`src/rtl/core/sctm_pkg.sv`:
```
// shared types and constants for the sparse csc transpose mat-vec unit
// no dependencies; imported by every module of the unit

package sctm_pkg;

    // vector store depth default
    localparam int VECTOR_DEPTH_DEF = 1024;

    // command queue between front and back
    localparam int QUEUE_DEPTH = 4;

    // input opcodes
    localparam logic [1:0] OP_LOAD  = 2'd0;
    localparam logic [1:0] OP_ACC   = 2'd1;
    localparam logic [1:0] OP_CLOSE = 2'd2;

    // input word
    typedef struct packed {
        logic [1:0]         opcode;
        logic [9:0]         element_index;
        logic signed [31:0] vector_value;
        logic signed [31:0] matrix_value;
    } t_in;

    // output word
    typedef struct packed {
        logic signed [63:0] column_sum;
        logic               saturated;
    } t_out;

    // classified command kinds
    typedef enum logic [1:0] {
        K_LOAD  = 2'd0,
        K_ACC   = 2'd1,
        K_CLOSE = 2'd2
    } t_kind;

    // command passed from front to back
    typedef struct packed {
        t_kind              kind;
        logic [9:0]         index;
        logic signed [31:0] operand;
    } t_cmd;

endpackage

```
`src/rtl/core/sctm_front.sv`:
```
// front end: accepts input words, drops ignored ones, forms commands
// depends on sctm_pkg

module sctm_front import sctm_pkg::*; #(
    parameter int VECTOR_DEPTH = VECTOR_DEPTH_DEF
) (
    input  logic i_clk,
    input  logic i_rst_n,
    input  logic i_in_valid,
    output logic o_in_stall,
    input  t_in  i_in_data,
    input  logic i_q_full,
    output logic o_push,
    output t_cmd o_cmd
);

    logic        r_f_valid;
    t_cmd        r_f_cmd;
    logic        accept;
    logic        keep;
    t_cmd        cmd;
    logic [31:0] idx_wide;
    logic        in_range;

    assign o_in_stall = r_f_valid && i_q_full;
    assign accept     = i_in_valid && !o_in_stall;
    assign o_push     = r_f_valid && !i_q_full;
    assign o_cmd      = r_f_cmd;

    assign idx_wide = 32'(i_in_data.element_index);
    assign in_range = idx_wide < 32'(VECTOR_DEPTH);

    // classify: out-of-range loads and nonzeros and the reserved code vanish here
    always_comb begin
        cmd.index   = i_in_data.element_index;
        cmd.operand = i_in_data.vector_value;
        cmd.kind    = K_CLOSE;
        keep        = 1'b0;
        case (i_in_data.opcode)
            OP_LOAD: begin
                cmd.kind    = K_LOAD;
                cmd.operand = i_in_data.vector_value;
                keep        = in_range;
            end
            OP_ACC: begin
                cmd.kind    = K_ACC;
                cmd.operand = i_in_data.matrix_value;
                keep        = in_range;
            end
            OP_CLOSE: begin
                cmd.kind = K_CLOSE;
                keep     = 1'b1;
            end
            default: begin
                keep = 1'b0;
            end
        endcase
    end

    always_ff @(posedge i_clk) begin
        if (!i_rst_n) begin
            r_f_valid <= 1'b0;
        end else if (accept) begin
            r_f_valid <= keep;
        end else if (o_push) begin
            r_f_valid <= 1'b0;
        end
    end

    always_ff @(posedge i_clk) begin
        if (accept) begin
            r_f_cmd <= cmd;
        end
    end

endmodule

```
`config.mk`:
```
export PLATFORM = sky130hd
export DESIGN_NAME = sctm_front
export DESIGN_NICKNAME = d
export VERILOG_FILES = /design/src/rtl/core/sctm_pkg.sv /design/src/rtl/core/sctm_front.sv
export SDC_FILE = /design/constraint.sdc
export NUM_CORES = 1
export LEC_CHECK = 0
export BUFFER_PORTS_ARGS = -buffer_cell sky130_fd_sc_hd__clkbuf_2
export CORE_MARGIN = 2
export CORE_UTILIZATION = 28
export CTS_CLUSTER_DIAMETER = 150
export CTS_CLUSTER_SIZE = 10
export DETAILED_ROUTE_END_ITERATION = 12
export GPL_TIMING_DRIVEN = 0
export PLACE_DENSITY_LB_ADDON = 0.15
export SYNTH_ARGS = -nofsm -noshare
export SYNTH_HDL_FRONTEND = slang
export SYNTH_SLANG_ARGS = --single-unit
```
`constraint.sdc`:
```
create_clock -name i_clk -period 3.16 [get_ports i_clk]
set_input_delay 0.158 -clock i_clk [delete_from_list [all_inputs] [get_ports i_clk]]
set_output_delay 0.158 -clock i_clk [all_outputs]
set_load 0.005 [all_outputs]
```
After elaboration in Yosys (flattened, before gate mapping)
Index checks and enable logic that the tools add are counted.
W data, S select, Z words.
Word-level totals
  register bits after elaboration: 45
  input bits: 80
  output and inout port bits: 46
  logic and storage cells: 20
Operators by class
  magnitude comparators: 1
  eq/ne operators: 2
  multiplexer cells: 5
  reductions and logical operators: 8
Operators by type and width (count)
  $mux W32: 1
  $lt A10 B11 Y1 const B: 1
  $pmux W2 S2: 1
  $logic_and A1 B1 Y1: 3
  $eq A2 B1 Y1 const B: 1
  $eq A2 B2 Y1 const B: 1
  $logic_not A1 Y1: 2
  $logic_not A2 Y1: 1
  $mux W1: 2
  $pmux W1 S2: 1
  $reduce_bool A2 Y1: 1
  $reduce_or A2 Y1: 1

Longest topological paths before layout
  depth in word-level cells: 4
  depth in mapped cells: 4

Worst setup path after synthesis
No wires, ideal clock.
  kind: register -> register
  from: register r_f_valid
  to: register r_f_cmd (netlist bit o_cmd[0]) (enable)
  setup time: 0.451 ns
  arrival: 2.434 ns
  required time: 2.709 ns
  slack: 0.275 ns
  cell stages (with the launch flop): 3
  period minus slack after synthesis: 2.885 ns
  cell sequence: dfxtp_1 > and2_1 > nor2b_1
On the way
  cells in the longest elaborated chain, start to end: 3
RTL lines
  start: declaration: line sctm_front.sv:17  | logic r_f_valid;
  start signal: assignment: line sctm_front.sv:64  | r_f_valid <= keep;
  $logic_and A1 B1 Y1: line sctm_front.sv:25  | assign o_in_stall = r_f_valid && i_q_full;
  named net o_in_stall: line sctm_front.sv:10  | output logic o_in_stall,
  $logic_not A1 Y1: line sctm_front.sv:26  | assign accept = i_in_valid && !o_in_stall;
  $logic_and A1 B1 Y1: line sctm_front.sv:26
  named net accept: line sctm_front.sv:19  | logic accept;
  end signal: assignment: line sctm_front.sv:72  | r_f_cmd <= cmd;
  end: declaration: line sctm_front.sv:18  | t_cmd r_f_cmd;
The timed path passes the listed nets, and every way through them passes these cells.
A chain may end at the register's enable or synchronous reset.

Final worst setup path
  from: register r_f_valid
  to: register r_f_cmd (netlist bit o_cmd[40]) (enable)
On the way
  cells in the longest elaborated chain, start to end: 3
RTL lines (line)
  $logic_and A1 B1 Y1: sctm_front.sv:25
  $logic_not A1 Y1: sctm_front.sv:26
  $logic_and A1 B1 Y1: sctm_front.sv:26
  named net accept: sctm_front.sv:19
The timed path passes the listed nets, and every way through them passes these cells.

==> impl_metrics.ini <==
[run_status]
outcome = finished, final reports clean

[place]
placed_cells = 294
dpl.hpwl_um = 2970
dpl_cell_area_mm2 = 0.00266
dp_slack_ns = 1.62
portBuffers = 125
gp_congestion = 0.714

[timing]
maxSlewViolCount = 0
relSlewSlack_pct = 64.3
worst_pin_slew_ns = 0.534
rsz0062_at_grt = false
setup_ws_ns = 1.62
finalClockSkew_ns = 0.00610
finalSetupViolations = 0
fin_crit_ns = 1.54
hold_viol_final = 0
max_freq_mhz = 651
fin_tns_setup_ns = 0
min_period_over_period_pct = 48.6

[synth]
ys_top_cells_by_count = edfxtp_1, mux2_4, buf_8, mux2_2, nor2b_1
synth_top_area_share_pct = 69.2
syn_inst = 88
synth_top_cell_by_area = edfxtp_1
ys_seq_area_share_pct = 70.2
syn_area_per_cell_um2 = 21.7
syn_nets = 168
synth.most_common_cell = edfxtp_1
ys_ff_latch = 45
yosysWarnings = 0
synth_area_leaders = edfxtp_1, mux2_4, buf_8
syn_area_mm2 = 0.00191
synthFlopType = edfxtp_1
synth_edf_count = 44
yosys.cell_types.count = 11
synthArstFlopShare_pct = 0

[clocking]
cts_root_buffer = clkbuf_8
post_cts_resized = 0
cts_setup_buffers = 0
clock-sinks = 45
max-clock-path-buffers = 2
htreeDepth = 2
clkSlewWorstSetupHoldPaths_ns = 0.09
ctsHoldBuffers = 0
cts_buffers = 5
cts_tree = done
clk_latency_ns = 0.29

[floorplanning]
ios = 126
initial_core_util_pct = 28.6
die_y_um = 86.6
die_area_mm2 = 0.00750
rows = 30
design.core.area_mm2 = 0.00668
die_x_um = 86.6

[pwr]
leakage_nw = 1.30
power_frac_seq_pct = 53.3
ir_drop_mv = 0.210
pwr-share-comb_pct = 13.9
p_clk_share_pct = 32.8
p_sw_mw = 0.281
swShare_pct = 21.0
intPower_mw = 1.06
powerDensity_mw_per_mm2 = 482

[drt]
vias_per_cell = 4.07
route.met2.wl_um = 1700
wl_per_cell_um = 12.6
detail_route.first_pass.iterations = 4
antenna_left = 0
m1WireLength_um = 1530
wl_um = 3800
drt-initial-drc-count = 27
num_vias = 1228
wl_met3_um = 535
top_layer_used = met4
drc_errors = 0

[final_layout]
instances_no_fill = 302
area_growth_pct = 45.4
fin_nets = 301
drive_gt1_share_pct = 77.0
final_util_pct = 41.6
antenna_cells = 0
final_cell_area_mm2 = 0.00278

[grt]
grt_pass1_vias = 1153
groute.usage.overall_pct = 9.66
grt_pass1_wl_um = 5470
grt_overflow = 0
grt_max_degree = 29
antenna_found_initial = 0

[flow_run]
maxCapViolations = 0

[worst_setup_path]
path_delay_family = simple AND/OR/NAND/NOR gates
worstSetupStartpointType = flop
slowest_stage = nor2b_4
cp_cell_sequence = and2_1 -> nor2b_4 -> buf_12
max_stage_delay_ns = 0.46
cp.required_ns = 3.15
cp.arrival_ns = 1.53
crit_buf_inv = 1
cp_max_fo = 28
crit_type = reg -> reg
endpoint_kind = flop

[hold_path]
hold_class = in -> reg
-- state kept, by name, summed over array words and instances, names as in the netlist --
name	count
r_f_valid	1
o_cmd	44
-- stage by stage --
stage / hold WS, ns / total power, mW
final: 0.0326 / 1.34
after global routing: 0.0103 / 1.40
after detailed placement: 0.337 / 0.918
after global placement: 0.336 / 0.914
after floorplan: 0.257 / 0.816
after CTS: 0.0179 / 1.36
-- layout by cell type, fill, tap and decap left out, types with 2 or more instances in the layout --
cell and instances:
nor2b_1 2, buf_8 3, mux2_4 29, edfxtp_1 44, clkbuf_2 125, mux2_2 3, clkbuf_8 5
-- cell families (layout without fill, tap and decap cells) --
family | after synthesis | in the layout | synth area share, %
multiplexers | 32 | 32 | 24.6
AO/OA/AOI/OAI | 2 | 2 | 0.786
AND/OR/NAND/NOR | 4 | 4 | 1.31
buffers and inverters | 5 | 139 | 3.14
flip-flops | 45 | 45 | 70.2
-- worst reg2reg max path: cells and delay by family, from the launching register on --
kind	cells	cell delay (ns)
and+or+nand+nor	2	0.65
buffers and inverters	1	0.27
DFF	1	0.32
-- cell type report --
type / instances / area (um^2)
timing repair buffer: 126 / 646
tap: 80 / 100
fill: 641 / 3900
sequential: 45 / 1340
clock inverter: 3 / 46.3
multi-input combinational: 38 / 517
clock buffer: 5 / 68.8
buffer: 5 / 60.1
-- routing by layer --
metal  track usage [%]  vias to the layer above
met5                 0                        -
met4              3.41                        0
met3              6.38                        2
met2              14.5                       82
met1              11.0                      541
li1                  -                      603
-- worst paths after layout --
path	from	endpoint	slack [ns]	cells after the start
setup / recovery	r_f_valid	o_cmd[40]	1.62	3
hold reg to reg	r_f_valid	r_f_valid	0.72	2
setup reg to reg	r_f_valid	o_cmd[40]	1.62	3
hold / removal	i_in_data[71]	o_cmd[39]	0.03	1
-- power by group through the flow --
stage	sequential (mW)	combinational, mW	clock (mW)
finish	0.714	0.186	0.439
global placement	0.730	0.184	0
detailed placement	0.728	0.190	0
global route	0.718	0.203	0.482
floorplan	0.736	0.0803	0
CTS	0.715	0.190	0.459
No activity file was read; power rests on OpenSTA's default activity.
