===== config.mk =====
export PLATFORM = sky130hd
export DESIGN_NAME = sctm_queue
export DESIGN_NICKNAME = d
export VERILOG_FILES = /design/src/rtl/core/sctm_pkg.sv /design/src/rtl/core/sctm_queue.sv
export SDC_FILE = /design/constraint.sdc
export NUM_CORES = 1
export LEC_CHECK = 0
export BUFFER_PORTS_ARGS = -buffer_cell sky130_fd_sc_hd__buf_2
export CELL_PAD_IN_SITES_DETAIL_PLACEMENT = 1
export CELL_PAD_IN_SITES_GLOBAL_PLACEMENT = 2
export CORE_ASPECT_RATIO = 1.2
export CORE_MARGIN = 4
export CORE_UTILIZATION = 48
export DETAILED_ROUTE_END_ITERATION = 8
export PLACE_DENSITY = 0.83
export SYNTH_ARGS = -nofsm -noshare
export SYNTH_HDL_FRONTEND = slang
export SYNTH_SLANG_ARGS = --single-unit
export TNS_END_PERCENT = 10

===== constraint.sdc =====
create_clock -name i_clk -period 5.3 [get_ports i_clk]
set_input_delay 0.53 -clock i_clk [delete_from_list [all_inputs] [get_ports i_clk]]
set_output_delay 0.53 -clock i_clk [all_outputs]
set_load 0.02 [all_outputs]

===== src/rtl/core/sctm_pkg.sv =====
// shared types and constants for the sparse csc transpose mat-vec unit
// no dependencies; imported by every module of the unit

package sctm_pkg;

    // vector store depth default
    localparam int VECTOR_DEPTH_DEF = 1024;

    // command queue between front and back
    localparam int QUEUE_DEPTH = 4;

    // input opcodes
    localparam logic [1:0] OP_LOAD  = 2'd0;
    localparam logic [1:0] OP_ACC   = 2'd1;
    localparam logic [1:0] OP_CLOSE = 2'd2;

    // input word
    typedef struct packed {
        logic [1:0]         opcode;
        logic [9:0]         element_index;
        logic signed [31:0] vector_value;
        logic signed [31:0] matrix_value;
    } t_in;

    // output word
    typedef struct packed {
        logic signed [63:0] column_sum;
        logic               saturated;
    } t_out;

    // classified command kinds
    typedef enum logic [1:0] {
        K_LOAD  = 2'd0,
        K_ACC   = 2'd1,
        K_CLOSE = 2'd2
    } t_kind;

    // command passed from front to back
    typedef struct packed {
        t_kind              kind;
        logic [9:0]         index;
        logic signed [31:0] operand;
    } t_cmd;

endpackage


===== src/rtl/core/sctm_queue.sv =====
// short command fifo between front and back
// depends on sctm_pkg

module sctm_queue import sctm_pkg::*; (
    input  logic i_clk,
    input  logic i_rst_n,
    input  logic i_push,
    input  t_cmd i_cmd,
    output logic o_full,
    input  logic i_pop,
    output logic o_empty,
    output t_cmd o_head
);

    localparam int PW = (QUEUE_DEPTH > 1) ? $clog2(QUEUE_DEPTH) : 1;
    localparam int CW = $clog2(QUEUE_DEPTH + 1);

    t_cmd          r_slot [QUEUE_DEPTH];
    logic [PW-1:0] r_wr_ptr;
    logic [PW-1:0] r_rd_ptr;
    logic [CW-1:0] r_count;

    assign o_full  = r_count == CW'(QUEUE_DEPTH);
    assign o_empty = r_count == '0;
    assign o_head  = r_slot[r_rd_ptr];

    function automatic logic [PW-1:0] ptr_inc(input logic [PW-1:0] p);
        if (p == PW'(QUEUE_DEPTH - 1)) begin
            return '0;
        end
        return p + PW'(1);
    endfunction

    always_ff @(posedge i_clk) begin
        if (!i_rst_n) begin
            r_wr_ptr <= '0;
            r_rd_ptr <= '0;
            r_count  <= '0;
        end else begin
            if (i_push) begin
                r_wr_ptr <= ptr_inc(r_wr_ptr);
            end
            if (i_pop) begin
                r_rd_ptr <= ptr_inc(r_rd_ptr);
            end
            if (i_push && !i_pop) begin
                r_count <= r_count + CW'(1);
            end else if (i_pop && !i_push) begin
                r_count <= r_count - CW'(1);
            end
        end
    end

    always_ff @(posedge i_clk) begin
        if (i_push) begin
            r_slot[r_wr_ptr] <= i_cmd;
        end
    end

    a_no_overflow: assert property (@(posedge i_clk) disable iff (!i_rst_n)
        i_push |-> !o_full)
        else $error("push into full queue");

    a_no_underflow: assert property (@(posedge i_clk) disable iff (!i_rst_n)
        i_pop |-> !o_empty)
        else $error("pop from empty queue");

endmodule


==> Word-level counts from Yosys, hierarchy flattened <==
Memories as Yosys holds them, arrays and structs flattened. A register that Yosys moved wholly into a read port is not among the register bits.
Cells that the tools add are included.
Widths: inputs -> output; s select.
{ "word_totals": {"regBits": 7, "mem_bits_rw": 176, "in_bits": 48, "output_inout_bits": 46, "word_cells": 33, "mem_count": 1} }
{ "op_classes": {"addsub": 4, "n_eq_ne": 3, "n_mux": 16, "n_reduce_logical": 6} }
{ "mem_list": {"columns": ["memory", "depth", "word_bits", "read_ports", "rd_clocked_by_memory_dff", "write_ports", "line", "text"], "rows": [
  ["r_slot", 4, 44, 1, 1, 1, "sctm_queue.sv:18", "t_cmd r_slot [QUEUE_DEPTH];"]
]} }
{ "ops": {"columns": ["cell", "count"], "rows": [
  ["$mux 2", 6],
  ["$mux 1", 8],
  ["$mux 3", 2],
  ["$add 2x1->2 const B", 2],
  ["$eq 2x2->1 const B", 2],
  ["$add 3x1->3 const B", 1],
  ["$eq 3x3->1 const B", 1],
  ["$logic_not 3->1", 1],
  ["$sub 3x1->3 const B", 1],
  ["$logic_and 1x1->1", 2],
  ["$logic_not 1->1", 2],
  ["$reduce_bool 2->1", 1]
]} }

==> Longest topological paths before layout <==
Gate-level depths: netlist (run 1).
{ "depth": {"ltp_word": 7, "depth_mapped": 7, "ltp_nobuf": 7} }

==> Worst setup path before layout (run 1) <==
No wires, ideal clock.
{ "synth_timing": {"path_kind": "register -> register", "start": "register r_wr_ptr[0]", "end": "memory r_slot[3][0] in the netlist's numbering (enable)", "setup_ns": 0.406, "t_arrival_ns": 1.608, "t_required_ns": 4.894, "path_slack_ns": 3.286, "path_stages_with_launch": 3, "n_path_buf": 0, "synth_period_minus_slack_ns": 2.014, "path_cell_list": "dfxtp_1 > ha_1 > and2_1"} }
{ "synth_rtl": {"columns": ["element", "line", "text"], "rows": [
  ["start, declared", "sctm_queue.sv:19", "logic [PW-1:0] r_wr_ptr;"],
  ["start signal, assigned", "sctm_queue.sv:41", "r_wr_ptr <= ptr_inc(r_wr_ptr);"],
  ["end, declared", "sctm_queue.sv:18", null]
]} }
No word-level cell before the write port.

==> flow_metrics.py, run 1 <==
metrics = {
    "critical_path": {
        "timing.critical_path.required_ns": 4.77,
        "critical_path_peak_fanout": 44,
        "timing.critical_path.max_delay_family": "flip-flops",
        "cp_num_buf_inv": 1,
        "timing.rr.start": "r_wr_ptr[0]",
        "critical_path.startpoint_type": "register",
        "critPathMaxStageDelay_ns": 0.93,
        "critPathCaptureType": "output pin",
        "rrSetupSlack_ns": 3.54,
        "timing.critical_path.cells": "mux4_1 > buf_2",
        "worst_reg2reg_path_length_in_cells": 3,
        "critical_path_class": "reg -> out",
        "crit_path_top_delay_cell": "sky130_fd_sc_hd__dfxtp_4",
        "critPathArrivalTime_ns": 2.20,
        "r2r_end": "r_slot[3][8]",
    },
    "synthesis": {
        "synthesis.instances": 274,
        "synth-edff-count": 176,
        "leading_area_contributor_after_synthesis": "sky130_fd_sc_hd__edfxtp_1",
        "synth_nets": 329,
        "synth.area.top_cells": "sky130_fd_sc_hd__edfxtp_1 (77%), sky130_fd_sc_hd__mux4_2 (13%), sky130_fd_sc_hd__dfxtp_1 (2.6%), sky130_fd_sc_hd__mux4_1 (1.5%), sky130_fd_sc_hd__buf_12 (1.2%)",
        "ys_seq_elements": 185,
        "synth_ff_type": "sky130_fd_sc_hd__edfxtp_1",
        "synth.cell_area_um2": 6865,
        "synth_top_cells_by_count": "sky130_fd_sc_hd__edfxtp_1 (176), sky130_fd_sc_hd__mux4_2 (40), sky130_fd_sc_hd__dfxtp_1 (9)",
        "syn_area_per_cell_um2": 25.06,
        "number_of_library_cell_types_mapped_by_synthesis": 23,
        "synth-seq-area-share": 0.7961,
        "yosysMostFrequentCell": "sky130_fd_sc_hd__edfxtp_1",
        "share_of_yosys_cell_area_claimed_by_the_top_area_cell_type": 0.7698,
        "yosys_warnings": 0,
        "synth-async-reset-ratio": 0,
    },
    "floorplan": {
        "chip_width_um": 117.2,
        "die_area_um2": 16290,
        "floorplan.initialDensity": 0.4926,
        "design.core.area_um2": 13940,
        "io-pin-count": 94,
        "placement_rows": 47,
        "die_h_um": 139.0,
    },
    "sta": {
        "timing_max_transition_violations_final": 0,
        "grt_setup_unrepaired": "false",
        "timing.clock.skew_ns": 0.003618,
        "timing_limited_maximum_frequency_mhz": 366.6,
        "worst_slew_margin_rel": 0.4071,
        "tns_ns": 0,
        "worst-slew-pin-transition_ns": 0.8893,
        "report.final.setup_viol": 0,
        "final_min_period_over_clock_period": 0.5147,
        "finalCriticalPeriod_ns": 2.728,
        "setup_slack_ns": 2.572,
        "total_count_of_hold_check_failures_in_the_final_report": 0,
    },
    "global_routing": {
        "gr-usage-all-layers": 0.1702,
        "grt_first_pass_wirelength_um": 19980,
        "antenna_found_initial": 0,
        "leftover_overflow_at_the_end_of_global_routing": 0,
        "maximum_number_of_pins_on_one_net_before_global_route_repair": 45,
        "via_count_of_the_first_global_routing_pass": 3447,
    },
    "routing": {
        "routed_met2_length_um": 6942,
        "via_per_inst": 5.399,
        "antenna_violating_nets_post_route": 0,
        "detail_route.first_pass.iterations": 4,
        "iteration_0_drc_markers": 199,
        "routedLengthMet1_um": 4955,
        "route.detailed.wl_per_inst_um": 22.43,
        "routed.top_layer": "met4",
        "detail_route.wirelength_um": 12650,
        "remaining_drc_errors": 0,
        "vias": 3045,
        "wl_met3_um": 575,
    },
    "clock_network": {
        "clock_insertion_delay_worst_skew_ns": 0.42,
        "tritoncts_clock_tree": "built",
        "cts-buffers-inserted": 17,
        "post_cts_resized": 0,
        "ctsRootBufferMaster": "sky130_fd_sc_hd__clkbuf_16",
        "ctsHoldBuffers": 0,
        "cts_setup_buffers": 0,
        "clk_transition_reported_paths_ns": 0.06,
        "cts.path.max_buffers": 2,
        "cts_htree_levels": 4,
        "clkSinkCount": 185,
    },
    "pwr": {
        "p_switching_mw": 0.6926,
        "power_frac_clock": 0.378,
        "power.switching_fraction": 0.2148,
        "pwr-share-comb": 0.091,
        "power.ir.vdd_worst_mv": 0.2229,
        "p_int_mw": 2.531,
        "sequential_share_of_power": 0.531,
        "power.leakage_nw": 2.749,
        "pwr_density_cell_nw_per_um2": 400.7,
    },
    "placement": {
        "post-place-cells": 533,
        "preCtsSetupSlack_ns": 2.916,
        "place_hpwl_um": 7946,
        "portBuffers": 93,
        "gp_routability_congestion": 0.6641,
    },
    "layout": {
        "area_growth_syn_to_layout_pct": 17.17,
        "final_nets": 436,
        "final_cell_count_no_fill": 564,
        "drive_gt1_frac": 0.4300,
        "antenna_cells": 0,
        "nFillCells": 1188,
    },
    "hold_path": {
        "timing.hold.worst.start": "i_cmd[35]",
        "whs_endpoint": "r_slot[3][35]",
        "worstHoldPathType": "in -> reg",
        "min_delay_path_depth": 1,
    },
    "run": {
        "max_cap_viol_count": 0,
    },
    "outcome": {
        "outcome": "finished, final reports clean",
    },
}
## worst register-to-register path, stage by stage, from the launching register on
cell	delay [ns]
sky130_fd_sc_hd__dfxtp_1	0.41
sky130_fd_sc_hd__ha_1	0.20
sky130_fd_sc_hd__and2_2	0.23
sky130_fd_sc_hd__buf_4	0.53
## per-layer routing
metal | GRT usage | vias up
met5 | 0 | -
li1 | - | 1368
met4 | 0.05616 | 0
met1 | 0.2047 | 1583
met2 | 0.2926 | 77
met3 | 0.04758 | 17
## power groups by stage
stage / clock network, mW / logic, mW / registers (mW)
final: 1.22 / 0.292 / 1.71
after global routing: 1.33 / 0.316 / 1.72
after CTS: 1.25 / 0.300 / 1.72
after detailed placement: 0 / 0.298 / 1.75
after global placement: 0 / 0.292 / 1.74
after floorplan: 0 / 0.212 / 1.72
## cells by family (layout without fill, tap and decap cells)
logic type	Yosys count	after routing	share of synthesized area
DFF	185	185	0.7961
muxes	48	48	0.1524
and+or+nand+nor	15	15	0.01312
buffers and inverters	14	133	0.01914
adders and majority gates	7	7	0.01385
AOI/OAI and AO/OA	3	3	0.002916
xor gates and xnor gates	2	2	0.002552
## worst max path at each step
stage / start / to / slack [ns] / depth (start not counted)
finish: register / o_head[39] / 2.57 / 2
global route: register / o_head[39] / 2.38 / 2
CTS: register / o_head[5] / 2.46 / 2
detailed placement: register / o_head[5] / 2.92 / 2
global placement: register / o_head[40] / 2.93 / 2
floorplan: r_wr_ptr[0] / r_slot[3][0] / 3.29 / 2
## placed cells by master (no fill, tap or decap), types with 2 or more instances in the layout
cell type,instances
sky130_fd_sc_hd__nor2b_1,5
sky130_fd_sc_hd__mux2i_1,4
sky130_fd_sc_hd__mux4_2,40
sky130_fd_sc_hd__inv_1,4
sky130_fd_sc_hd__clkinv_1,2
sky130_fd_sc_hd__bufinv_16,3
sky130_fd_sc_hd__buf_4,5
sky130_fd_sc_hd__clkbuf_16,17
sky130_fd_sc_hd__clkinvlp_4,2
sky130_fd_sc_hd__ha_1,6
sky130_fd_sc_hd__nor3_1,2
sky130_fd_sc_hd__buf_2,93
sky130_fd_sc_hd__dfxtp_1,7
sky130_fd_sc_hd__clkbuf_1,4
sky130_fd_sc_hd__and2_2,4
sky130_fd_sc_hd__clkinv_2,3
sky130_fd_sc_hd__mux4_1,4
sky130_fd_sc_hd__edfxtp_1,176
## cell type report
cell class / count / area [um^2] / share of cell area
repair buffers: 98 / 503.0 / 0.06253
multi-input cells: 75 / 1274 / 0.1583
well taps: 171 / 214.0 / 0.02660
clock buffers: 21 / 440.4 / 0.05475
flip-flops and latches: 185 / 5470 / 0.6800
clock inverters: 10 / 127.6 / 0.01587
inverters: 4 / 15.01 / 0.001867
## state kept, by name, indices dropped and copies added, names as in the netlist, named ones only
signal / flops
r_wr_ptr: 2
r_slot: 176
r_count: 3
r_rd_ptr: 2
## stage by stage
stage                 util  power [mW]  hold WS, ns  cell area, um^2
finish              0.5772       3.224       0.3226             8044
global route        0.5772       3.363       0.2998             8044
CTS                 0.5772       3.263       0.3029             8044
detailed placement  0.5364       2.044       0.5345             7476
global placement    0.5364       2.031       0.4925             7476
floorplan                -       1.931       0.4724             6865
Note: power is estimated with default switching activity, not from simulation.
==> run 2: changes to the inputs <==
--- a/config.mk
+++ b/config.mk
@@ -10,9 +10,9 @@
 export CELL_PAD_IN_SITES_GLOBAL_PLACEMENT = 2
 export CORE_ASPECT_RATIO = 1.2
 export CORE_MARGIN = 4
-export CORE_UTILIZATION = 48
+export CORE_UTILIZATION = 45
 export DETAILED_ROUTE_END_ITERATION = 8
-export PLACE_DENSITY = 0.83
+export PLACE_DENSITY = 0.78
 export SYNTH_ARGS = -nofsm -noshare
 export SYNTH_HDL_FRONTEND = slang
 export SYNTH_SLANG_ARGS = --single-unit
==> constraint.sdc (replaced) <==
create_clock -name i_clk -period 2.6 [get_ports i_clk]
set_input_delay 0.26 -clock i_clk [delete_from_list [all_inputs] [get_ports i_clk]]
set_output_delay 0.26 -clock i_clk [all_outputs]
set_load 0.02 [all_outputs]
==> run 2 against run 1 <==
Total power is 100% higher. Combinational power is 120% higher. Wire length is 1.2% higher. Critical path depth is 1 higher. First-iteration DRC count is 18% higher. Cell count is 6.2% higher. Count of clock-buffer cells in the layout is 3 lower. Core utilization is 3.1 points lower. Critical path type unchanged.
==> flow_metrics.py, run 2 (same netlist as run 1, synthesis figures left out) <==
metrics = {
    "layout": {
        "area_growth_syn_to_layout_pct": 18.94,
        "layout_common_cells": "sky130_fd_sc_hd__edfxtp_1 (176), sky130_fd_sc_hd__buf_2 (93), sky130_fd_sc_hd__mux4_2 (40)",
        "final_design_area_no_fill_um2": 8165,
        "final_nets": 439,
        "drive_gt1_frac": 0.4380,
        "mostFrequentLayoutCell": "sky130_fd_sc_hd__edfxtp_1",
        "largest_registers_ranked_by_flip_flop_count": "r_slot (176), r_count (3)",
        "antenna_cells": 0,
        "final_core_util": 0.5458,
        "largest-register": "r_slot",
        "largest_register_ffs": 176,
    },
    "clock_network": {
        "cts-buffers-inserted": 17,
        "clock_insertion_delay_worst_skew_ns": 0.41,
        "cts.path.max_buffers": 2,
        "clk_transition_reported_paths_ns": 0.06,
        "ctsHoldBuffers": 0,
        "cts_htree_levels": 4,
        "tritoncts_clock_tree": "built",
        "clkSinkCount": 185,
        "ctsRootBufferMaster": "sky130_fd_sc_hd__clkbuf_16",
        "post_cts_resized": 0,
        "cts_setup_buffers": 0,
    },
    "routing": {
        "via_per_inst": 5.199,
        "iteration_0_drc_markers": 234,
        "antenna_violating_nets_post_route": 0,
        "vias": 3114,
        "route.detailed.wl_per_inst_um": 21.37,
        "remaining_drc_errors": 0,
        "detail_route.first_pass.iterations": 4,
        "detail_route.wirelength_um": 12800,
    },
    "critical_path": {
        "critPathCaptureType": "output pin",
        "critical_path_peak_fanout": 22,
        "critical_path_class": "reg -> out",
        "crit_path_top_delay_cell": "sky130_fd_sc_hd__dfxtp_4",
        "timing.critical_path.cells": "buf_4 > mux4_2 > buf_2",
        "critPathMaxStageDelay_ns": 0.63,
        "critPathArrivalTime_ns": 2.01,
        "critical_path.startpoint_type": "register",
        "cp_num_buf_inv": 2,
        "timing.critical_path.required_ns": 2.34,
        "timing.critical_path.max_delay_family": "flip-flops",
        "rrSetupSlack_ns": 0.59,
    },
    "run": {
        "max_cap_viol_count": 0,
    },
    "sta": {
        "timing_limited_maximum_frequency_mhz": 440.2,
        "tns_ns": 0,
        "grt_setup_unrepaired": "false",
        "finalCriticalPeriod_ns": 2.271,
        "final_min_period_over_clock_period": 0.8736,
        "total_count_of_hold_check_failures_in_the_final_report": 0,
        "timing_max_transition_violations_final": 0,
        "setup_slack_ns": 0.3286,
        "worst-slew-pin-transition_ns": 0.8457,
        "worst_slew_margin_rel": 0.4362,
        "timing.clock.skew_ns": 0.004389,
        "report.final.setup_viol": 0,
    },
    "floorplan": {
        "chip_width_um": 120.8,
        "die_h_um": 143.3,
        "design.core.area_um2": 14960,
        "die_area_um2": 17300,
        "floorplan.initialDensity": 0.4589,
        "io-pin-count": 94,
        "placement_rows": 49,
    },
    "outcome": {
        "outcome": "finished, final reports clean",
    },
    "placement": {
        "portBuffers": 93,
        "preCtsSetupSlack_ns": 0.5190,
        "place_hpwl_um": 7912,
        "gp_routability_congestion": 0.7115,
        "placed_area_um2": 7602,
    },
    "pwr": {
        "pwr_density_cell_nw_per_um2": 805.7,
        "power.leakage_nw": 2.785,
        "power.ir.vdd_worst_mv": 0.4232,
        "final_power_mw": 6.579,
    },
    "global_routing": {
        "gr-usage-all-layers": 0.1567,
        "grt_first_pass_wirelength_um": 19810,
        "leftover_overflow_at_the_end_of_global_routing": 0,
        "antenna_found_initial": 1,
        "maximum_number_of_pins_on_one_net_before_global_route_repair": 45,
        "via_count_of_the_first_global_routing_pass": 3571,
    },
    "hold_path": {
        "worstHoldPathType": "in -> reg",
    },
}
[run 2: cell types whose count changed in the layout (fill, tap and decap cells not counted), sizes merged]
| cell | delta |
|---|---|
| buf | +3 |
| clkinv | +3 |
| clkinvlp | -1 |
| clkbuf | -3 |
[run 2: layout make-up]
cell class / count / area, um^2
timing repair buffer: 101 / 588.1
multi-input combinational: 75 / 1274
sequential: 185 / 5470
tap: 204 / 255.2
clock buffer: 18 / 429.2
fill: 1373 / 6794
inverter: 4 / 15.01
clock inverter: 12 / 133.9
[run 2: worst register-to-register path, delay by kind of cell (launching register included)]
kind                     cells  cell delay, ns
flip-flops                   1            0.35
adder cells (fa/ha/maj)      1            0.15
buffers and inverters        2            0.49
AND/OR/NAND/NOR              1            0.70
[run 2: per-stage QoR]
step	cells	hold slack [ns]
after global placement	569	0.4714
final	599	0.05454
after CTS	599	0.03056
after global routing	599	0.03405
after detailed placement	569	0.4770
after floorplan	274	0.3589
[run 2: final timing paths]
kind | end | cells after the start | startpoint
max | o_head[25] | 3 | register
min | r_slot[3][35] | 1 | i_cmd[35]
min reg2reg | r_count[2] | 2 | r_count[2]
max reg2reg | r_slot[0][17] | 4 | r_wr_ptr[0]
[run 2: routing by layer]
layer,share of wire,vias up,wire length (um),GRT usage
met1,0.39,1649,4979,0.1840
li1,-,1383,-,-
met3,0.040,15,516,0.04134
met2,0.56,65,7133,0.2800
met4,0.013,2,165,0.05549
met5,0.00055,-,7,0
[run 2: report_power, final]
group	internal, mW	total, mW	switching [mW]
clock	1.48	2.47	0.991
combinational	0.270	0.637	0.368
sequential	3.41	3.47	0.0595
total	5.16	6.58	1.42
==> run 3: changes to the inputs <==
--- a/config.mk
+++ b/config.mk
@@ -10,9 +10,10 @@
 export CELL_PAD_IN_SITES_GLOBAL_PLACEMENT = 2
 export CORE_ASPECT_RATIO = 1.2
 export CORE_MARGIN = 4
-export CORE_UTILIZATION = 45
+export CORE_UTILIZATION = 47
+export CTS_BUF_LIST = sky130_fd_sc_hd__clkbuf_4 sky130_fd_sc_hd__clkbuf_8
 export DETAILED_ROUTE_END_ITERATION = 8
-export PLACE_DENSITY = 0.78
+export PLACE_DENSITY = 0.81
 export SYNTH_ARGS = -nofsm -noshare
 export SYNTH_HDL_FRONTEND = slang
 export SYNTH_SLANG_ARGS = --single-unit
==> run 3 against run 2 <==
Cell area up 1.7%. Via count up 3.9%. Clock skew up 0.0064 ns. First-iteration DRC count down 24%. Flip-flop and latch count unchanged. Critical path type unchanged.
==> flow_metrics.py, run 3 (same netlist as run 1, synthesis figures left out) <==
metrics = {
    "global_routing": {
        "gr-usage-all-layers": 0.1732,
        "maximum_number_of_pins_on_one_net_before_global_route_repair": 36,
        "via_count_of_the_first_global_routing_pass": 3652,
        "grt_first_pass_wirelength_um": 21000,
        "antenna_found_initial": 0,
        "leftover_overflow_at_the_end_of_global_routing": 0,
    },
    "layout": {
        "largest_register_ffs": 176,
        "antenna_cells": 0,
        "nFillCells": 1258,
        "final_core_util": 0.5783,
        "largest-register": "r_slot",
        "final_cell_count_no_fill": 612,
        "area_growth_syn_to_layout_pct": 20.90,
        "final_design_area_no_fill_um2": 8300,
        "mostFrequentLayoutCell": "sky130_fd_sc_hd__edfxtp_1",
        "largest_registers_ranked_by_flip_flop_count": "r_slot (176), r_count (3)",
        "final_nets": 479,
        "drive_gt1_frac": 0.4027,
        "layout_common_cells": "sky130_fd_sc_hd__edfxtp_1 (176), sky130_fd_sc_hd__buf_2 (93), sky130_fd_sc_hd__mux4_2 (40)",
    },
    "routing": {
        "iteration_0_drc_markers": 177,
        "via_per_inst": 5.288,
        "detail_route.wirelength_um": 13310,
        "vias": 3236,
        "remaining_drc_errors": 0,
        "route.detailed.wl_per_inst_um": 21.74,
        "antenna_violating_nets_post_route": 0,
        "detail_route.first_pass.iterations": 4,
    },
    "clock_network": {
        "clkSinkCount": 185,
        "cts-buffers-inserted": 17,
        "tritoncts_clock_tree": "built",
        "cts_htree_levels": 4,
        "cts.path.max_buffers": 2,
        "clk_transition_reported_paths_ns": 0.08,
        "post_cts_resized": 0,
        "ctsRootBufferMaster": "sky130_fd_sc_hd__clkbuf_8",
        "clock_insertion_delay_worst_skew_ns": 0.46,
    },
    "placement": {
        "preCtsSetupSlack_ns": 0.6658,
        "post-place-cells": 541,
        "portBuffers": 93,
        "placed_area_um2": 7561,
        "gp_routability_congestion": 0.7542,
        "place_hpwl_um": 8437,
    },
    "floorplan": {
        "placement_rows": 48,
        "design.core.area_um2": 14350,
        "io-pin-count": 94,
        "die_h_um": 140.4,
        "chip_width_um": 118.3,
        "floorplan.initialDensity": 0.4783,
        "die_area_um2": 16610,
    },
    "sta": {
        "final_min_period_over_clock_period": 0.9154,
        "timing_max_transition_violations_final": 0,
        "grt_setup_unrepaired": "false",
        "setup_slack_ns": 0.2199,
        "timing.clock.skew_ns": 0.01082,
        "finalCriticalPeriod_ns": 2.380,
        "worst_slew_margin_rel": 0.6690,
        "total_count_of_hold_check_failures_in_the_final_report": 0,
        "timing_limited_maximum_frequency_mhz": 420.1,
        "hold_slack_ns": 0.03058,
        "report.final.setup_viol": 0,
        "worst-slew-pin-transition_ns": 0.4965,
        "tns_ns": 0,
    },
    "critical_path": {
        "critical_path.startpoint_type": "register",
        "critPathCaptureType": "output pin",
        "critical_path_peak_fanout": 24,
        "critPathArrivalTime_ns": 2.12,
        "timing.critical_path.required_ns": 2.34,
        "critical_path_class": "reg -> out",
    },
    "outcome": {
        "outcome": "finished, final reports clean",
    },
    "pwr": {
        "power.ir.vdd_worst_mv": 0.3192,
        "power.leakage_nw": 2.841,
        "final_power_mw": 5.842,
        "pwr_density_cell_nw_per_um2": 703.9,
    },
    "run": {
        "max_cap_viol_count": 0,
    },
    "hold_path": {
        "worstHoldPathType": "in -> reg",
    },
}
run 3: area by class of cell:
cell class	count	area [um^2]	area share
Multi-Input combinational cell	75	1274	0.1535
Sequential cell	185	5470	0.6590
Clock buffer	18	241.5	0.02909
Timing Repair Buffer	141	973.4	0.1173
Clock inverter	14	107.6	0.01296
Tap cell	175	219.0	0.02638
Inverter	4	15.01	0.001809
run 3: worst max-delay path, cell delays in order (launching register included):
cell and delay, ns:
sky130_fd_sc_hd__dfxtp_4 0.67, sky130_fd_sc_hd__buf_4 0.28, sky130_fd_sc_hd__mux4_2 0.52, sky130_fd_sc_hd__buf_2 0.17
run 3: final timing paths:
path | start | to | slack [ns] | cells past startpoint
max | register | o_head[9] | 0.22 | 3
min | i_cmd[4] | r_slot[1][4] | 0.03 | 1
max reg2reg | r_wr_ptr[0] | r_slot[0][3] | 0.92 | 4
min reg2reg | r_count[2] | r_count[2] | 0.52 | 2
run 3: routing by layer:
layer | vias up | track usage | part of all wire
met2 | 80 | 0.3023 | 0.55
li1 | 1457 | - | -
met3 | 18 | 0.04685 | 0.038
met5 | - | 0 | 0
met4 | 0 | 0.06852 | 0.019
met1 | 1681 | 0.2048 | 0.40
run 3: where the power goes:
group | internal (mW) | switching, mW | total [mW]
combinational | 0.307 | 0.373 | 0.680
sequential | 3.40 | 0.0686 | 3.47
clock | 0.750 | 0.939 | 1.69
total | 4.46 | 1.38 | 5.84
run 3: what timing repair did:
action	4_1_cts	5_1_grt
endpoints found under the hold margin	152	1
setup buffers	0	0
hold buffers	38	1
